## config.mk

```make
export PLATFORM = sky130hd
export DESIGN_NAME = sequenced_packet_message_deframer_core
export DESIGN_NICKNAME = d
export VERILOG_FILES = /design/src/spmd_pkg.sv /design/src/sequenced_packet_message_deframer_core.sv /design/src/spmd_parser.sv
export SDC_FILE = /design/constraint.sdc
export NUM_CORES = 1
export LEC_CHECK = 0
export BUFFER_PORTS_ARGS = -buffer_cell sky130_fd_sc_hd__buf_4
export CORE_AREA = 2 2 200 202
export CTS_BUF_LIST = sky130_fd_sc_hd__clkbuf_16
export CTS_CLUSTER_SIZE = 10
export DETAILED_ROUTE_END_ITERATION = 16
export DIE_AREA = 0 0 202 204
export GPL_TIMING_DRIVEN = 0
export PLACE_DENSITY = 0.73
export SLEW_MARGIN = 20
export SYNTH_ARGS = -nofsm -noshare
export SYNTH_HDL_FRONTEND = slang
export SYNTH_SLANG_ARGS = --single-unit
```

## constraint.sdc

```tcl
create_clock -name clk -period 7.2 [get_ports clk]
set_input_delay 1.08 -clock clk [delete_from_list [all_inputs] [get_ports clk]]
set_output_delay 1.08 -clock clk [all_outputs]
set_load 0.1 [all_outputs]
```

## src/spmd_pkg.sv

```systemverilog
// ----------------------------------------------------------------------------
// spmd_pkg
// Shared types and constants for the sequenced packet message deframer.
// ----------------------------------------------------------------------------
package spmd_pkg;

    localparam int SessionTopBytes = 2;
    localparam int SessionBytes    = 10;
    localparam int SequenceEnd     = 18;
    localparam int HeaderBytes     = 20;

    localparam logic [15:0] END_OF_SESSION_COUNT = 16'hFFFF;
    localparam logic [15:0] POSITION_MAX         = 16'hFFFF;

    localparam logic RECORD_MESSAGE     = 1'b0;
    localparam logic RECORD_END_SESSION = 1'b1;

    // output word: 200 bits of record fields, kind on tuser
    localparam int OUT_DATA_W = 200;

    typedef enum logic [2:0] {
        PH_HEADER,
        PH_LEN_HI,
        PH_LEN_LO,
        PH_PAYLOAD,
        PH_IGNORE
    } phase_t;

    typedef struct packed {
        logic        record_kind;
        logic [15:0] session_top;
        logic [63:0] session_rest;
        logic [63:0] message_sequence;
        logic [15:0] message_count;
        logic [7:0]  message_type;
        logic [15:0] message_length;
        logic [15:0] payload_offset;
    } record_t;

endpackage

```

## src/sequenced_packet_message_deframer_core.sv

```systemverilog
// ----------------------------------------------------------------------------
// sequenced_packet_message_deframer_core
// Splits a sequenced packet stream into per-message records.
// ----------------------------------------------------------------------------
// Usage:
//   s_axis carries one packet byte per word; tlast marks the packet's last
//   byte. The first 20 bytes are the header (10-byte session, 64-bit
//   sequence, 16-bit count, big-endian), followed by length-prefixed
//   messages.
//   m_axis carries one record per complete nonzero-length message, or one
//   end-of-session record (tuser = 1) when the count is 0xFFFF.
//   Path: the word that completes a record passes the input register, then
//   the result register, which drives the record onto m_axis.
//   Throughput: one byte per cycle while m_axis is not stalled; the parser
//   sits between the two registers and updates all of its state per step.
//   Reset: both registers empty, parser back at the start of a header.
//   Stall: while m_axis_tready is low a held record blocks the parser stage;
//   s_axis_tready drops only once the input register is also occupied.
// ----------------------------------------------------------------------------
module sequenced_packet_message_deframer_core (
    input  logic                                 clk,
    input  logic                                 rst_n,
    input  logic                                 s_axis_tvalid,
    output logic                                 s_axis_tready,
    input  logic [7:0]                           s_axis_tdata,  // [7:0] data_byte
    input  logic                                 s_axis_tlast,  // packet_end
    output logic                                 m_axis_tvalid,
    input  logic                                 m_axis_tready,
    // [15:0] session_top, [79:16] session_rest, [143:80] message_sequence,
    // [159:144] message_count, [167:160] message_type,
    // [183:168] message_length, [199:184] payload_offset
    output logic [spmd_pkg::OUT_DATA_W-1:0]      m_axis_tdata,
    output logic                                 m_axis_tuser   // [0] record_kind
);

    logic              in_valid_reg;
    logic [7:0]        in_byte_reg;
    logic              in_last_reg;
    logic              out_valid_reg;
    spmd_pkg::record_t out_rec_reg;

    logic              out_ready;
    logic              step;
    logic              rec_valid;
    spmd_pkg::record_t rec;

    assign out_ready     = !out_valid_reg || m_axis_tready;
    assign step          = in_valid_reg && out_ready;
    assign s_axis_tready = !in_valid_reg || out_ready;

    always_ff @(posedge clk or negedge rst_n)
    begin
        if (!rst_n)
            in_valid_reg <= 1'b0;
        else if (s_axis_tready)
            in_valid_reg <= s_axis_tvalid;
    end

    always_ff @(posedge clk)
    begin
        if (s_axis_tready && s_axis_tvalid)
        begin
            in_byte_reg <= s_axis_tdata;
            in_last_reg <= s_axis_tlast;
        end
    end

    spmd_parser u_parser (
        .clk        (clk),
        .rst_n      (rst_n),
        .step       (step),
        .data_byte  (in_byte_reg),
        .packet_end (in_last_reg),
        .rec_valid  (rec_valid),
        .rec        (rec)
    );

    always_ff @(posedge clk or negedge rst_n)
    begin
        if (!rst_n)
            out_valid_reg <= 1'b0;
        else if (out_ready)
            out_valid_reg <= step && rec_valid;
    end

    always_ff @(posedge clk)
    begin
        if (out_ready && step && rec_valid)
            out_rec_reg <= rec;
    end

    assign m_axis_tvalid = out_valid_reg;
    assign m_axis_tuser  = out_rec_reg.record_kind;
    assign m_axis_tdata  = {out_rec_reg.payload_offset,
                            out_rec_reg.message_length,
                            out_rec_reg.message_type,
                            out_rec_reg.message_count,
                            out_rec_reg.message_sequence,
                            out_rec_reg.session_rest,
                            out_rec_reg.session_top};

endmodule

```

## src/spmd_parser.sv

```systemverilog
// ----------------------------------------------------------------------------
// spmd_parser
// Per-byte header and message parser; updates its state on each step and
// flags the record that the byte completes.
// ----------------------------------------------------------------------------
module spmd_parser (
    input  logic                clk,
    input  logic                rst_n,
    input  logic                step,
    input  logic [7:0]          data_byte,
    input  logic                packet_end,
    output logic                rec_valid,
    output spmd_pkg::record_t   rec
);

    spmd_pkg::phase_t phase_reg, phase_next;
    logic [15:0] pos_reg, pos_next;
    logic [15:0] sess_hi_reg, sess_hi_next;
    logic [63:0] sess_lo_reg, sess_lo_next;
    logic [63:0] base_reg, base_next;
    logic [15:0] count_reg, count_next;
    logic [15:0] idx_reg, idx_next;
    logic [15:0] len_reg, len_next;
    logic [15:0] rem_reg, rem_next;
    logic [7:0]  type_reg, type_next;
    logic [15:0] start_reg, start_next;

    logic [15:0] idx_inc;
    logic [15:0] rem_dec;

    always_ff @(posedge clk or negedge rst_n)
    begin
        if (!rst_n)
        begin
            phase_reg   <= spmd_pkg::PH_HEADER;
            pos_reg     <= '0;
            sess_hi_reg <= '0;
            sess_lo_reg <= '0;
            base_reg    <= '0;
            count_reg   <= '0;
            idx_reg     <= '0;
            len_reg     <= '0;
            rem_reg     <= '0;
            type_reg    <= '0;
            start_reg   <= '0;
        end
        else if (step)
        begin
            phase_reg   <= phase_next;
            pos_reg     <= pos_next;
            sess_hi_reg <= sess_hi_next;
            sess_lo_reg <= sess_lo_next;
            base_reg    <= base_next;
            count_reg   <= count_next;
            idx_reg     <= idx_next;
            len_reg     <= len_next;
            rem_reg     <= rem_next;
            type_reg    <= type_next;
            start_reg   <= start_next;
        end
    end

    always_comb
    begin
        phase_next   = phase_reg;
        sess_hi_next = sess_hi_reg;
        sess_lo_next = sess_lo_reg;
        base_next    = base_reg;
        count_next   = count_reg;
        idx_next     = idx_reg;
        len_next     = len_reg;
        rem_next     = rem_reg;
        type_next    = type_reg;
        start_next   = start_reg;
        idx_inc      = idx_reg + 16'd1;
        rem_dec      = (rem_reg != 16'd0) ? (rem_reg - 16'd1) : 16'd0;

        rec_valid            = 1'b0;
        rec.record_kind      = spmd_pkg::RECORD_MESSAGE;
        rec.session_top      = sess_hi_reg;
        rec.session_rest     = sess_lo_reg;
        rec.message_sequence = base_reg + {48'd0, idx_reg};
        rec.message_count    = count_reg;
        rec.message_type     = type_reg;
        rec.message_length   = len_reg;
        rec.payload_offset   = start_reg;

        unique case (phase_reg)
            spmd_pkg::PH_HEADER:
            begin
                if (pos_reg < 16'(spmd_pkg::SessionTopBytes))
                    sess_hi_next = {sess_hi_reg[7:0], data_byte};
                else if (pos_reg < 16'(spmd_pkg::SessionBytes))
                    sess_lo_next = {sess_lo_reg[55:0], data_byte};
                else if (pos_reg < 16'(spmd_pkg::SequenceEnd))
                    base_next = {base_reg[55:0], data_byte};
                else
                    count_next = {count_reg[7:0], data_byte};

                if (pos_reg == 16'(spmd_pkg::HeaderBytes - 1))
                begin
                    idx_next = '0;
                    if (count_next == spmd_pkg::END_OF_SESSION_COUNT)
                    begin
                        rec_valid            = 1'b1;
                        rec.record_kind      = spmd_pkg::RECORD_END_SESSION;
                        rec.message_sequence = base_reg;
                        rec.message_count    = count_next;
                        rec.message_type     = '0;
                        rec.message_length   = '0;
                        rec.payload_offset   = '0;
                        phase_next           = spmd_pkg::PH_IGNORE;
                    end
                    else if (count_next == 16'd0)
                        phase_next = spmd_pkg::PH_IGNORE;
                    else
                        phase_next = spmd_pkg::PH_LEN_HI;
                end
            end
            spmd_pkg::PH_LEN_HI:
            begin
                len_next   = {data_byte, 8'h00};
                phase_next = spmd_pkg::PH_LEN_LO;
            end
            spmd_pkg::PH_LEN_LO:
            begin
                len_next = {len_reg[15:8], data_byte};
                if (len_next == 16'd0)
                begin
                    // empty message: burn an index, no record
                    idx_next   = idx_inc;
                    phase_next = (idx_inc >= count_reg) ? spmd_pkg::PH_IGNORE
                                                        : spmd_pkg::PH_LEN_HI;
                end
                else
                begin
                    start_next = (pos_reg == spmd_pkg::POSITION_MAX) ? spmd_pkg::POSITION_MAX
                                                                      : pos_reg + 16'd1;
                    rem_next   = len_next;
                    phase_next = spmd_pkg::PH_PAYLOAD;
                end
            end
            spmd_pkg::PH_PAYLOAD:
            begin
                if (rem_reg == len_reg)
                    type_next = data_byte;
                rem_next = rem_dec;
                if (rem_dec == 16'd0)
                begin
                    rec_valid        = 1'b1;
                    rec.message_type = type_next;
                    idx_next         = idx_inc;
                    phase_next       = (idx_inc >= count_reg) ? spmd_pkg::PH_IGNORE
                                                              : spmd_pkg::PH_LEN_HI;
                end
            end
            spmd_pkg::PH_IGNORE:
            begin
                phase_next = spmd_pkg::PH_IGNORE;
            end
            default:
            begin
                phase_next = spmd_pkg::PH_IGNORE;
            end
        endcase

        pos_next = (pos_reg == spmd_pkg::POSITION_MAX) ? pos_reg : pos_reg + 16'd1;

        if (packet_end)
        begin
            phase_next = spmd_pkg::PH_HEADER;
            pos_next   = '0;
        end
    end

endmodule

```

==> reports/metrics.yaml, run 1 <==
p_leak_nw: 10.8
avgSynthCellArea_um2: 12.5
min_path_type: "in2async"
ir_drop_uv: 162
ys.flop_type: "dfrtp_1"
worst_pin_slew_ns: 0.987
wl_per_cell_um: 19.8
run_status: "complete, no violations"
drc: 0
min_period_over_period_pct: 64.4
fin_setup_tns_ns: 0
clk_path_buf_depth: 3
synth_cell_type_count: 73
post_cts_buffers: 0
path_buf_inv: 3
ff2ff_setup_slack_ns: 2.56
synth_seq_cells: 463
core_mm2: 0.0392
grt_max_degree: 95
cp_top_family: "simple AND/OR/NAND/NOR gates"
setup_viol: 0
power.total_mw: 5.90
yosysTopAreaCell: "dfrtp_1"
slew_headroom_pct: 33.8
row_count: 73
cts_made_buffers: 53
cts_tree: "yes"
grt_pass1_vias: 13500
clkSlewWorstSetupHoldPaths_ns: 0.06
clockRootBuffer: "clkbuf_16"
powerDensity_mw_per_mm2: 241
dp_cells: 2374
crit_arrival_ns: 4.92
htreeDepth: 2
crit_path_max_incr_delay_ns: 0.73
port_buffers: 215
die_h_um: 204
die_w_um: 202
grt-ovfl-total: 0
largest_register_ffs: 200
gp_congestion: 0.898
boundaryPins: 216
antenna_found_initial: 0
routed_wl_um: 48800
cp_cell_sequence: "nand4_1 -> nor4_1 -> mux2_2 -> nor3b_2 -> clkbuf_1 -> o21bai_1 -> and2_4 -> buf_12 -> buf_16"
synth_nets: 1677
cap_violations: 0
clkSinkCount: 463
cts_hold_buf: 0
syn_area_mm2: 0.0204
cp_max_fo: 57
fillers: 3030
async_flop_share_pct: 54.6
route.vias.total: 13900
synth-edff-count: 210
drt_iter0_markers: 873
report.final.slew_viol_count: 0
path_class: "reg2reg"
min_period_ns: 4.64
die-area_mm2: 0.0412
netlist_top_cells_area: "dfrtp_1 (31%), edfxtp_1 (31%), mux2_2 (8.8%)"
cp_slowest_cell: "nor3b_2"
skew_ns: 0.0213
grt_first_pass_wirelength_um: 76200
yosysWarningCount: 0
drt_pre_antenna_iters: 5
clk_latency_ns: 0.61
synth_top_cell_area_share_pct: 31.1
instances_no_fill: 2471
nets: 1954
ant_nets: 0
n_antenna_cell: 0
endpoint_kind: "register"
vias_per_cell: 5.61
ctsResizeCount: 0
hold_viol: 0
dpl.hpwl_um: 33600
drive_gt1_share_pct: 25.9
cp.required_ns: 7.48
crit_path_start_kind: "register"
max_freq_mhz: 216
post-route-util_pct: 62.3
grt_usage_pct: 23.7
syn_inst: 1627
seq_area_frac_synth_pct: 62.0
syn2layout_area_growth_pct: 19.8
start_util_pct: 52.0
rsz0062_at_grt: "no"
-- cells in the final DEF (no fill, tap or decap), drive strengths merged, types with 24 or more instances in the layout --
cell / Yosys / routed
dfrtp: 253 / 253
buf: 31 / 253
edfxtp: 210 / 210
mux2: 159 / 159
nand2: 117 / 117
clkbuf: 61 / 114
o21ai: 110 / 110
nor2: 100 / 100
inv: 46 / 83
xor2: 63 / 63
nand3: 51 / 51
xnor2: 46 / 46
nor3: 41 / 41
ha: 36 / 36
nor2b: 35 / 35
a21oi: 33 / 33
nor4: 32 / 32
nand4: 24 / 24
-- worst paths after layout --
kind | start | cells after the start | to
max in group asynchronous | rst_n | 3 | u_parser.sess_lo_reg[52]
setup reg to reg | u_parser.count_reg[0] | 9 | m_axis_tdata[116]
min in group clk | u_parser.sess_lo_reg[61] | 0 | m_axis_tdata[77]
hold / removal | rst_n | 1 | u_parser.start_reg[9]
hold reg to reg | u_parser.sess_lo_reg[61] | 0 | m_axis_tdata[77]
setup / recovery | u_parser.count_reg[0] | 9 | m_axis_tdata[116]
-- stage by stage --
step | setup slack [ns] | hold slack, ns | area [um^2]
after detailed placement | 2.59 | 0.428 | 22800
after floorplan | 1.87 | 0.421 | 20400
after global placement | 0.0549 | 0.428 | 22700
after CTS | 2.56 | 0.217 | 24400
final | 2.56 | 0.255 | 24400
after global routing | 2.31 | 0.226 | 24400
-- where the power goes --
part           total (mW)  internal (mW)  switching (mW)
clock network        2.41           1.37            1.04
logic               0.337          0.187           0.150
registers            3.15           3.01           0.144
total                5.90           4.56            1.34
-- final cells by class --
cell class	instances	area [um^2]	area share [%]
plain buffers	92	394	1.61
clock buffers	53	1330	5.43
clock inverters	44	253	1.03
inverters	46	173	0.707
multi-input cells	1026	7190	29.4
flip-flops and latches	463	12600	51.7
well taps	525	657	2.69
repair buffers	222	1800	7.37
-- synth_stat cells (4+ instances only) --
cell,number
o21a_1,6
a21o_1,12
nand3_1,51
a32o_1,12
ha_1,36
a21oi_1,33
mux2_2,159
o31ai_1,8
or2_2,13
xnor2_1,46
nor2_1,97
and2_1,5
nor3_1,38
edfxtp_1,210
clkbuf_1,59
nand2_1,117
nor4_1,29
nand2b_1,13
xor2_1,63
and3_1,20
nand4_1,24
buf_2,28
o21ai_0,107
a211oi_1,4
or3_1,9
inv_1,46
a32oi_1,4
nor2b_1,35
dfrtp_1,253
a31oi_1,20
a211o_1,4
-- worst reg2reg max path: stages (launching register included) --
cell and delay (ns):
dfrtp_1 0.45, nand4_1 0.17, nor4_1 0.58, mux2_2 0.34
nor3b_2 0.73, clkbuf_1 0.66, o21bai_1 0.29, and2_4 0.45
buf_12 0.27, buf_16 0.34
-- cell families (layout without fill, tap and decap cells) --
kind of cell,count (synthesis),after routing,synth area share (%)
xor+xnor,109,109,4.68
buf+inv,138,457,2.78
mux,160,160,8.83
flops,463,463,62.0
fa+ha+maj,37,37,2.31
compound gates,242,242,7.45
simple gates,478,478,12.0
-- metal layers --
| metal | wire, um | share of wire (%) | track usage [%] | vias to the layer above |
|---|---|---|---|---|
| li1 | - | - | - | 6437 |
| met1 | 21800 | 45 | 33.5 | 6893 |
| met2 | 22900 | 47 | 37.7 | 440 |
| met3 | 2920 | 6.0 | 4.38 | 81 |
| met4 | 1170 | 2.4 | 7.12 | 0 |
| met5 | 0 | 0 | 0 | - |
Note: power is estimated with default switching activity, not from simulation.
==> inputs of run 2 (changes only) <==
CORE_AREA = 2 2 196 198   (was 2 2 200 202)
DIE_AREA = 0 0 198 200   (was 0 0 202 204)
clock period = 4.77 ns   (was 7.2 ns; I/O delays follow)
==> run 2 against run 1 <==
Against the previous run: sequential share of layout area increased by 0.12 points; highest routed layer unchanged; sequential power increased by 51%; largest power group unchanged; sequential cell count unchanged.
==> reports/metrics.yaml, run 2 (synthesis gave the netlist of run 1 again) <==
crit_path_start_kind: "register"  # unchanged
cp_slowest_cell: "and2_4"  # was nor3b_2
row_count: 71  # was 73
post-route-util_pct: 65.2  # was 62.3%
nets: 1953  # was 1,954
mostFrequentLayoutCells: "dfrtp_1 (253), buf_4 (215), edfxtp_1 (210)"  # unchanged
grt_pass1_vias: 13500  # about the same
crit_arrival_ns: 4.74  # was 4.92 ns
path_class: "reg2reg"  # unchanged
largest_register_ffs: 200  # unchanged
antenna_found_initial: 0  # unchanged
fillers: 2813  # was 3,030
fin_setup_tns_ns: 0  # unchanged
cts_hold_buf: 0  # unchanged
rsz0062_at_grt: "no"  # unchanged
power.total_mw: 8.83  # was 5.90 mW
multiInputGateArea_mm2: 0.00721  # was 0.00719 mm^2
ant_nets: 0  # unchanged
endpoint_kind: "register"  # unchanged
max_freq_mhz: 224  # was 216 MHz
cts_made_buffers: 53  # unchanged
min_path_type: "in2async"  # unchanged
cap_violations: 0  # unchanged
dpl.hpwl_um: 33000  # was 33,600 um
n_antenna_cell: 0  # unchanged
cp_max_fo: 56  # was 57
start_util_pct: 54.5  # was 52.0%
p_leak_nw: 10.8  # about the same
setup_viol: 0  # unchanged
worst_pin_slew_ns: 0.935  # was 0.987 ns
final_common_cell: "dfrtp_1"  # unchanged
ir_drop_uv: 287  # was 162 uV
run_status: "complete, no violations"  # unchanged
core_mm2: 0.0374  # was 0.0392 mm^2
clkSlewWorstSetupHoldPaths_ns: 0.06  # about the same
grt-ovfl-total: 0  # unchanged
die-area_mm2: 0.0396  # was 0.0412 mm^2
grt_first_pass_wirelength_um: 74500  # was 76,200 um
cp.required_ns: 5.04  # was 7.48 ns
port_buffers: 215  # unchanged
hold_viol: 0  # unchanged
instances_no_fill: 2458  # was 2,471
r2r_cells: 13  # was 9
die_w_um: 198  # was 202 um
cts_tree: "yes"  # unchanged
dp_slack_ns: -0.0457  # was 2.59 ns
critPathMostFrequentCell: "buf_16"
htreeDepth: 2  # unchanged
route.vias.total: 13800  # was 13,900
grt_usage_pct: 24.3  # was 23.7%
seq_area_mm2: 0.0126  # unchanged
drt_pre_antenna_iters: 6  # was 5
layout_setup_ws_ns: 0.298  # was 2.56 ns
drt_iter0_markers: 1029  # was 873
wl_per_cell_um: 19.5  # was 19.8 um
powerDensity_mw_per_mm2: 362  # was 241 mW/mm^2
grt_max_degree: 89  # was 95
clockRootBuffer: "clkbuf_16"  # unchanged
min_period_over_period_pct: 93.8  # was 64.4%
die_h_um: 200  # was 204 um
drive_gt1_share_pct: 25.8  # was 25.9%
routed_wl_um: 47800  # was 48,800 um
skew_ns: 0.0267  # was 0.0213 ns
min_period_ns: 4.47  # was 4.64 ns
post_cts_buffers: 0  # unchanged
report.final.slew_viol_count: 0  # unchanged
clkSinkCount: 463  # unchanged
clk_path_buf_depth: 3  # unchanged
syn2layout_area_growth_pct: 19.6  # was 19.8%
cp_cell_sequence: "buf_6 -> inv_1 -> ha_1 -> or3b_1 -> nor2_2 -> xnor2_1 -> nand4_1 -> nor4_4 -> o21ai_2 -> o21bai_1 -> and2_4 -> buf_16 -> buf_16"  # was nand4_1 -> nor4_1 -> mux2_2 -> nor3b_2 -> clkbuf_1 -> o21bai_1 -> and2_4 -> buf_12 -> buf_16
dp_cells: 2358  # was 2,374
ff2ff_setup_slack_ns: 0.30  # was 2.56 ns
clk_latency_ns: 0.61  # about the same
boundaryPins: 216  # unchanged
drc: 0  # unchanged
crit_path_max_incr_delay_ns: 0.48  # was 0.73 ns
slew_headroom_pct: 37.3  # was 33.8%
vias_per_cell: 5.61  # about the same
gp_congestion: 0.880  # was 0.898
[run 2: cell count changes in the layout (fill, tap and decap cells not counted), sizes merged]
| cell | delta |
|---|---|
| clkbuf | -1 |
| clkinv | -1 |
| bufinv | -1 |
| inv | +3 |
| and2 | +1 |
| clkinvlp | +1 |
| buf | -1 |
[run 2: routing by layer]
layer / GRT usage [%] / share of wire [%] / vias up
li1: - / - / 6443
met1: 35.1 / 45 / 6845
met2: 37.9 / 46 / 432
met3: 4.49 / 6.0 / 81
met4: 7.46 / 2.6 / 0
met5: 0 / 0 / -
[run 2: path summary, 6_finish.rpt]
check / start / end
max in group asynchronous: rst_n / u_parser.rem_reg[2]
worst min register to register: u_parser.sess_lo_reg[60] / m_axis_tdata[76]
worst min-delay path: rst_n / u_parser.start_reg[6]
worst max-delay path: u_parser.rem_reg[0] / m_axis_tdata[49]
min in group clk: s_axis_tdata[7] / in_byte_reg[7]
worst max register to register: u_parser.rem_reg[0] / m_axis_tdata[49]
[run 2: power by group]
| group | internal, mW | switching (mW) | total, mW | leakage [nW] |
|---|---|---|---|---|
| registers | 4.54 | 0.206 | 4.75 | 5.23 |
| clock network | 2.01 | 1.58 | 3.58 | 0.893 |
| logic | 0.279 | 0.217 | 0.496 | 4.65 |
[run 2: critical path: cells and delay by family, from the launching register on]
kind	cells	cell delay [ns]
AND/OR/NAND/NOR	5	1.83
buffers and inverters	4	0.81
AO/OA/AOI/OAI	2	0.57
flip-flops	1	0.38
adder cells (fa/ha/maj)	1	0.26
XOR/XNOR	1	0.17
[run 2: timing repair]
action / 4_1_cts / 5_1_grt
setup endpoints to repair: 70 / 106
cloned: 0 / 1
resized for setup: 1 / 3
pin swaps: 0 / 1
[run 2: per-stage QoR]
step | area (um^2) | hold slack [ns]
floorplan | 20400 | 0.420
global placement | 22600 | 0.429
detailed placement | 22800 | 0.430
CTS | 24400 | 0.125
global route | 24400 | 0.161
finish | 24400 | 0.120
[run 2: cell type report]
| cell class | count | area share, % |
|---|---|---|
| repair buffers | 220 | 7.22 |
| flip-flops and latches | 463 | 51.8 |
| multi-input cells | 1027 | 29.6 |
| clock buffers | 53 | 5.44 |
| plain buffers | 92 | 1.62 |
| inverters | 46 | 0.708 |
| well taps | 511 | 2.62 |
| clock inverters | 46 | 0.960 |
